`config.mk`:
```
export PLATFORM = sky130hd
export DESIGN_NAME = vfc_ctrl
export DESIGN_NICKNAME = d
export VERILOG_FILES = /design/src/sv/vfc_pkg.sv /design/src/sv/vfc_ctrl.sv
export SDC_FILE = /design/constraint.sdc
export NUM_CORES = 1
export LEC_CHECK = 0
export BUFFER_PORTS_ARGS = -buffer_cell sky130_fd_sc_hd__buf_4
export CORE_AREA = 8 8 45 47
export CTS_BUF_LIST = sky130_fd_sc_hd__clkbuf_2 sky130_fd_sc_hd__clkbuf_4 sky130_fd_sc_hd__clkbuf_8
export DETAILED_ROUTE_END_ITERATION = 16
export DIE_AREA = 0 0 53 55
export GPL_ROUTABILITY_DRIVEN = 0
export GPL_TIMING_DRIVEN = 0
export PLACE_DENSITY_LB_ADDON = 0.25
export SETUP_SLACK_MARGIN = 0.05
export SLEW_MARGIN = 20
export SYNTH_ARGS = -nofsm -noshare
export SYNTH_HDL_FRONTEND = slang
export SYNTH_SLANG_ARGS = --single-unit
```
`constraint.sdc`:
```
create_clock -name clk_i -period 3.05 [get_ports clk_i]
set_input_delay 0.4575 -clock clk_i [delete_from_list [all_inputs] [get_ports clk_i]]
set_output_delay 0.4575 -clock clk_i [all_outputs]
set_load 0.02 [all_outputs]
```
`src/sv/vfc_pkg.sv`:
```
// ----------------------------------------------------------------------------
// vfc_pkg: shared types and constants of the voxel face cull mesher
// Field widths, item modes, face direction codes and controller/datapath
// command and status bundles.
// ----------------------------------------------------------------------------
`default_nettype none

package vfc_pkg;

  localparam int unsigned COORD_W = 4;
  localparam int unsigned ID_W    = 8;
  localparam int unsigned IDX_W   = 12;
  localparam int unsigned VERT_W  = 16;
  localparam int unsigned DIR_W   = 3;
  localparam int unsigned POS_W   = 3 * COORD_W;
  localparam int unsigned FACES   = 6;

  localparam logic MODE_PLACE = 1'b0;
  localparam logic MODE_MESH  = 1'b1;

  localparam logic [DIR_W-1:0] DIR_PX  = 3'd0;
  localparam logic [DIR_W-1:0] DIR_NX  = 3'd1;
  localparam logic [DIR_W-1:0] DIR_PY  = 3'd2;
  localparam logic [DIR_W-1:0] DIR_NY  = 3'd3;
  localparam logic [DIR_W-1:0] DIR_PZ  = 3'd4;
  localparam logic [DIR_W-1:0] DIR_NZ  = 3'd5;
  localparam logic [DIR_W-1:0] DIR_END = 3'd6;

  localparam logic [VERT_W-1:0] VERT_STEP = 16'd4;

  typedef struct packed {
    logic clr_step;     // zero one grid cell of the reset sweep
    logic place;        // write grid cell and append to list
    logic mesh_start;   // mesh item taken: read list entry
    logic list_done;    // list entry ready: latch position, read center
    logic center_done;  // center block ready: latch it, reset scan
    logic scan_step;    // one neighbor read / evaluate step
    logic emit_face;    // load output register with next open face
    logic emit_blank;   // load output register with a faceless result
  } cmd_t;

  typedef struct packed {
    logic clr_last;
    logic idx_oob;
    logic blk_zero;
    logic scan_done;
    logic mask_any;
    logic face_last;
    logic out_free;
  } sts_t;

endpackage

`default_nettype wire

```
`src/sv/vfc_ctrl.sv`:
```
// ----------------------------------------------------------------------------
// vfc_ctrl: sequencing controller
// Grid clear sweep after reset, then one item at a time: place on accept,
// mesh through list read, center read, neighbor scan and emission.
// ----------------------------------------------------------------------------
`default_nettype none

module vfc_ctrl (
  input  wire logic          clk_i,
  input  wire logic          rst_ni,
  input  wire logic          in_valid_i,
  input  wire logic          mode_i,
  output logic               in_ready_o,
  input  vfc_pkg::sts_t      sts_i,
  output vfc_pkg::cmd_t      cmd_o
);

  typedef enum logic [6:0] {
    S_CLEAR  = 7'b0000001,
    S_IDLE   = 7'b0000010,
    S_LIST   = 7'b0000100,
    S_CENTER = 7'b0001000,
    S_SCAN   = 7'b0010000,
    S_FACE   = 7'b0100000,
    S_BLANK  = 7'b1000000
  } state_e;

  state_e state_q, state_d;
  logic   accept;

  assign in_ready_o = (state_q == S_IDLE);
  assign accept     = in_valid_i & in_ready_o;

  always_comb begin
    state_d = state_q;
    cmd_o   = '0;
    unique case (state_q)
      S_CLEAR: begin
        cmd_o.clr_step = 1'b1;
        if (sts_i.clr_last) state_d = S_IDLE;
      end
      S_IDLE: begin
        if (accept) begin
          if (mode_i == vfc_pkg::MODE_PLACE) begin
            cmd_o.place = 1'b1;
          end else begin
            cmd_o.mesh_start = 1'b1;
            state_d = sts_i.idx_oob ? S_BLANK : S_LIST;
          end
        end
      end
      S_LIST: begin
        cmd_o.list_done = 1'b1;
        state_d = S_CENTER;
      end
      S_CENTER: begin
        cmd_o.center_done = 1'b1;
        state_d = sts_i.blk_zero ? S_BLANK : S_SCAN;
      end
      S_SCAN: begin
        cmd_o.scan_step = 1'b1;
        if (sts_i.scan_done) state_d = S_FACE;
      end
      S_FACE: begin
        if (!sts_i.mask_any) begin
          state_d = S_IDLE;
        end else if (sts_i.out_free) begin
          cmd_o.emit_face = 1'b1;
          if (sts_i.face_last) state_d = S_IDLE;
        end
      end
      S_BLANK: begin
        if (sts_i.out_free) begin
          cmd_o.emit_blank = 1'b1;
          state_d = S_IDLE;
        end
      end
      default: state_d = S_CLEAR;
    endcase
  end

  always_ff @(posedge clk_i or negedge rst_ni) begin
    if (!rst_ni) begin
      state_q <= S_CLEAR;
    end else begin
      state_q <= state_d;
    end
  end

endmodule

`default_nettype wire

```
==> results_tabular.tex <==
\begin{tabular}{lr}
\hline
Metric & Value \\
\hline
\multicolumn{2}{l}{\textbf{Run status}} \\
Run status & complete, no violations \\
\multicolumn{2}{l}{\textbf{Layout}} \\
Diodes inserted & 0 \\
Largest register by flop count & state\_q \\
Max reg flops & 7 \\
Layout cells sized above 1 & 35.23\% \\
Area added between synthesis and finish & 32.84\% \\
Leading registers by flop count & state\_q (7) \\
Number of nets at the end of the flow & 100 \\
\multicolumn{2}{l}{\textbf{CTS}} \\
TritonCTS clock tree & done \\
Clock-pin slew on the worst setup and hold paths & $\sim$0.05 ns \\
Resized cells post-CTS & 0 \\
Max H-tree Level & 1 \\
Root Driver & clkbuf\_4 \\
Hold buffer count at cts & 0 \\
TritonCTS buffer count & 3 \\
Buffer depth of the longest clock path & 2 \\
Clock sink count & 7 \\
Post-CTS Repair Setup Buffers & 0 \\
Latest clock arrival within the worst-skew pair & 0.24 ns \\
\multicolumn{2}{l}{\textbf{Timing}} \\
Worst-margin pin slew & between 0.3 and 0.4 ns \\
Final hold viol count & 0 \\
Final setup viols & 0 \\
Setup repair after global routing missed its margin & false \\
Final critical-path share of the clock period & approximately three quarters \\
Worst-case headroom to the max-slew limit & 73.94\% \\
Time the worst path needs with I/O delays and setup & around 2.3 ns \\
Setup Total Neg Slack & 0 ns \\
Worst clock skew & approximately 0.0063 ns \\
Max Fclk & 432.9 MHz \\
Count of pins over their slew limit & 0 \\
\multicolumn{2}{l}{\textbf{Critical path}} \\
Arrival time at the worst endpoint & 1.85 ns \\
Maximum cell stage delay along the critical path & 0.61 ns \\
Largest fanout of any net on the critical path & 8 \\
Capturing element type of the critical path & primary output \\
Crit path max-delay cell type & or4\_4 \\
Critical path type & flip-flop to primary output \\
Logic depth of the worst register-to-register path & 4 \\
Data required, critical path & 2.59 ns \\
Series of cell instances along the critical path & or4\_4 > nor4b\_4 > buf\_4 \\
Startpoint class of the critical path & flip-flop \\
\multicolumn{2}{l}{\textbf{Flow run}} \\
Max-capacitance violation count & 0 \\
\multicolumn{2}{l}{\textbf{Placed design}} \\
Post-detail-place hpwl & approximately 1.1 mm \\
PortBufs & 19 \\
\multicolumn{2}{l}{\textbf{Logic synthesis}} \\
Yosys warning total & 0 \\
Netlist cell types & 36 \\
Nets in the synthesized netlist & 76 \\
Sequential element share of the synthesized area & 30.06\% \\
Synth area leaders & dfrtp\_1 (26\%), nor4b\_4 (8.1\%), nor3b\_1 (5.1\%) \\
Register bit total from synthesis & 7 \\
Share of the synthesized area in the top cell type & between 20\% and 30\% \\
Synth Area per Inst & around 9.0 um\^{}2 \\
Mapped cell area & 586.8 um\^{}2 \\
Library cell occupying the most area in the post-synthesis netlist & dfrtp\_1 \\
Cell count after synthesis & 65 \\
\multicolumn{2}{l}{\textbf{Global routing}} \\
Met1 layer usage reported by global route & 11.76\% \\
Met2 GRT Util & 16.99\% \\
Vias in the first global route & 542 \\
Antenna violations before repair & 0 \\
Global Route met3 Usage & 1.070\% \\
Most Used Layer, Global Route & met2 \\
Leftover overflow at the end of global routing & 0 \\
First-pass GRT wire length & 2.214 mm \\
GR Util All Layers & about 9.7\% \\
Largest net degree at the start of global routing & 11 \\
\multicolumn{2}{l}{\textbf{Floorplanning}} \\
Die footprint & 2915 um\^{}2 \\
Standard-cell row count & 14 \\
Number of placed I/O pins & 20 \\
Core Region & between 1000 and 1500 um\^{}2 \\
Chip width & 53 um \\
Starting density of the core & 42.41\% \\
Die span in y & 55 um \\
\multicolumn{2}{l}{\textbf{Route}} \\
Number of iterations in the first detailed-routing pass & 4 \\
DRC marker count from the first detailed-route iteration & 19 \\
Count of antenna-violating nets left after detailed routing & 0 \\
Residual DRC & 0 \\
Vias per std cell & 5.538 \\
Drt total wl & roughly 1.4 mm \\
Vias post-DR & 576 \\
Wire per inst & between 10 and 15 um \\
\multicolumn{2}{l}{\textbf{Power}} \\
Worst IR Drop VDD & between 0.4 and 0.5 mV \\
Pwr dens & about 690 nW/um\^{}2 \\
Leakage component of the power & 0.0003714 uW \\
Tot Pwr & 541.6 uW \\
\multicolumn{2}{l}{\textbf{Hold path}} \\
Min-delay worst type & input port to asynchronous set/reset pin \\
\hline
\end{tabular}
==> synthesized netlist by cell type (all sizes together) <==
master,n
inv,2
a2bb2oi,1
and3,1
nor4,1
nor3,3
a22oi,1
nor4b,4
dfstp,1
o22a,1
nor2b,2
a31oi,1
or3,2
nor2,4
nor3b,4
dfrtp,6
buf,2
xor2,2
o21ai,4
a21o,1
or4,1
o31ai,2
and4,1
and4b,1
nand2b,1
nand3,1
o22ai,1
o211ai,1
a21oi,1
clkbuf,3
and2b,1
nand2,6
o31a,1
o221a,1
==> worst max-delay path: cells and delay by family, from the launching register on <==
kind                   cells  cell delay, ns
flip-flops                 1            0.45
AND/OR/NAND/NOR            2            0.95
buffers and inverters      1            0.20
==> routing by layer <==
metal / up-vias / wire length (um) / part of all wire (%)
li1: 294 / - / -
met1: 266 / 615 / 45
met2: 16 / 679 / 50
met3: 0 / 57 / 4.2
met4: 0 / 0 / 0
met5: - / 0 / 0
==> through the flow <==
stage	setup slack, ns	util [%]	instance area (um^2)	cells	hold slack [ns]
after CTS	0.7434	56.33	779.5	104	0.01167
after global placement	1.006	54.16	749.5	100	0.2701
after global routing	0.6627	56.33	779.5	104	0.01610
after floorplan	0.8301	-	586.8	65	0.1619
after detailed placement	1.000	54.16	749.5	100	0.2708
final	0.7402	56.33	779.5	104	0.01447
==> path summary, 6_finish.rpt <==
| path | startpoint | endpoint | slack (ns) |
|---|---|---|---|
| worst min register to register | state_q[3]$_DFFE_PN0P_ | state_q[3]$_DFFE_PN0P_ | 0.62 |
| worst max-delay path | state_q[1]$_DFFE_PN0P_ | cmd_o[3] | 0.74 |
| min in group clk_i | sts_i[5] | state_q[2]$_DFFE_PN0P_ | 0.39 |
| max in group asynchronous | rst_ni | state_q[0]$_DFFE_PN1P_ | 2.83 |
| worst max register to register | state_q[4]$_DFFE_PN0P_ | state_q[5]$_DFFE_PN0P_ | 1.23 |
| worst min-delay path | rst_ni | state_q[3]$_DFFE_PN0P_ | 0.01 |
==> layout make-up <==
class / count / area (um^2)
clock buffer: 4 / 30.03
inverter: 2 / 7.507
sequential: 7 / 176.4
timing repair buffer: 19 / 142.6
tap: 16 / 20.02
buffer: 5 / 27.53
fill: 143 / 604.3
multi-input combinational: 51 / 375.4
==> power by group <==
group | internal, uW | total, uW | switching, uW
sequential | 120 | 142 | 21.5
clock | 58.5 | 87.6 | 29.1
combinational | 135 | 312 | 178
==> cell families after synthesis <==
group,count (synthesis),share of synthesized area [%]
DFF,7,30.06
AOI/OAI and AO/OA,16,21.11
buffers and inverters,7,5.970
xor gates and xnor gates,2,2.986
and+or+nand+nor,33,39.87
==> cells in the final DEF (no fill, tap or decap) <==
master | synthesis | routed
buf_4 | 0 | 19
nand2_1 | 6 | 6
dfrtp_1 | 6 | 6
nor2_1 | 4 | 4
nor3b_1 | 4 | 4
o21ai_0 | 4 | 4
clkbuf_4 | 0 | 4
clkbuf_1 | 3 | 3
nor3_1 | 3 | 3
nor4b_4 | 2 | 2
nor4b_1 | 2 | 2
nor2b_1 | 2 | 2
inv_1 | 2 | 2
or3_1 | 2 | 2
xor2_1 | 2 | 2
or4_4 | 1 | 1
buf_6 | 1 | 1
buf_2 | 1 | 1
nand3_1 | 1 | 1
nand2b_1 | 1 | 1
and4b_1 | 1 | 1
and4_1 | 1 | 1
a31oi_1 | 1 | 1
a2bb2oi_1 | 1 | 1
o22ai_2 | 1 | 1
o221a_1 | 1 | 1
o22a_1 | 1 | 1
and2b_1 | 1 | 1
a22oi_1 | 1 | 1
o31ai_2 | 1 | 1
a21o_1 | 1 | 1
nor4_1 | 1 | 1
o211ai_1 | 1 | 1
o31ai_1 | 1 | 1
and3_1 | 1 | 1
o31a_1 | 1 | 1
a21oi_1 | 1 | 1
dfstp_2 | 1 | 1
Power figures use the tool's default switching activity.
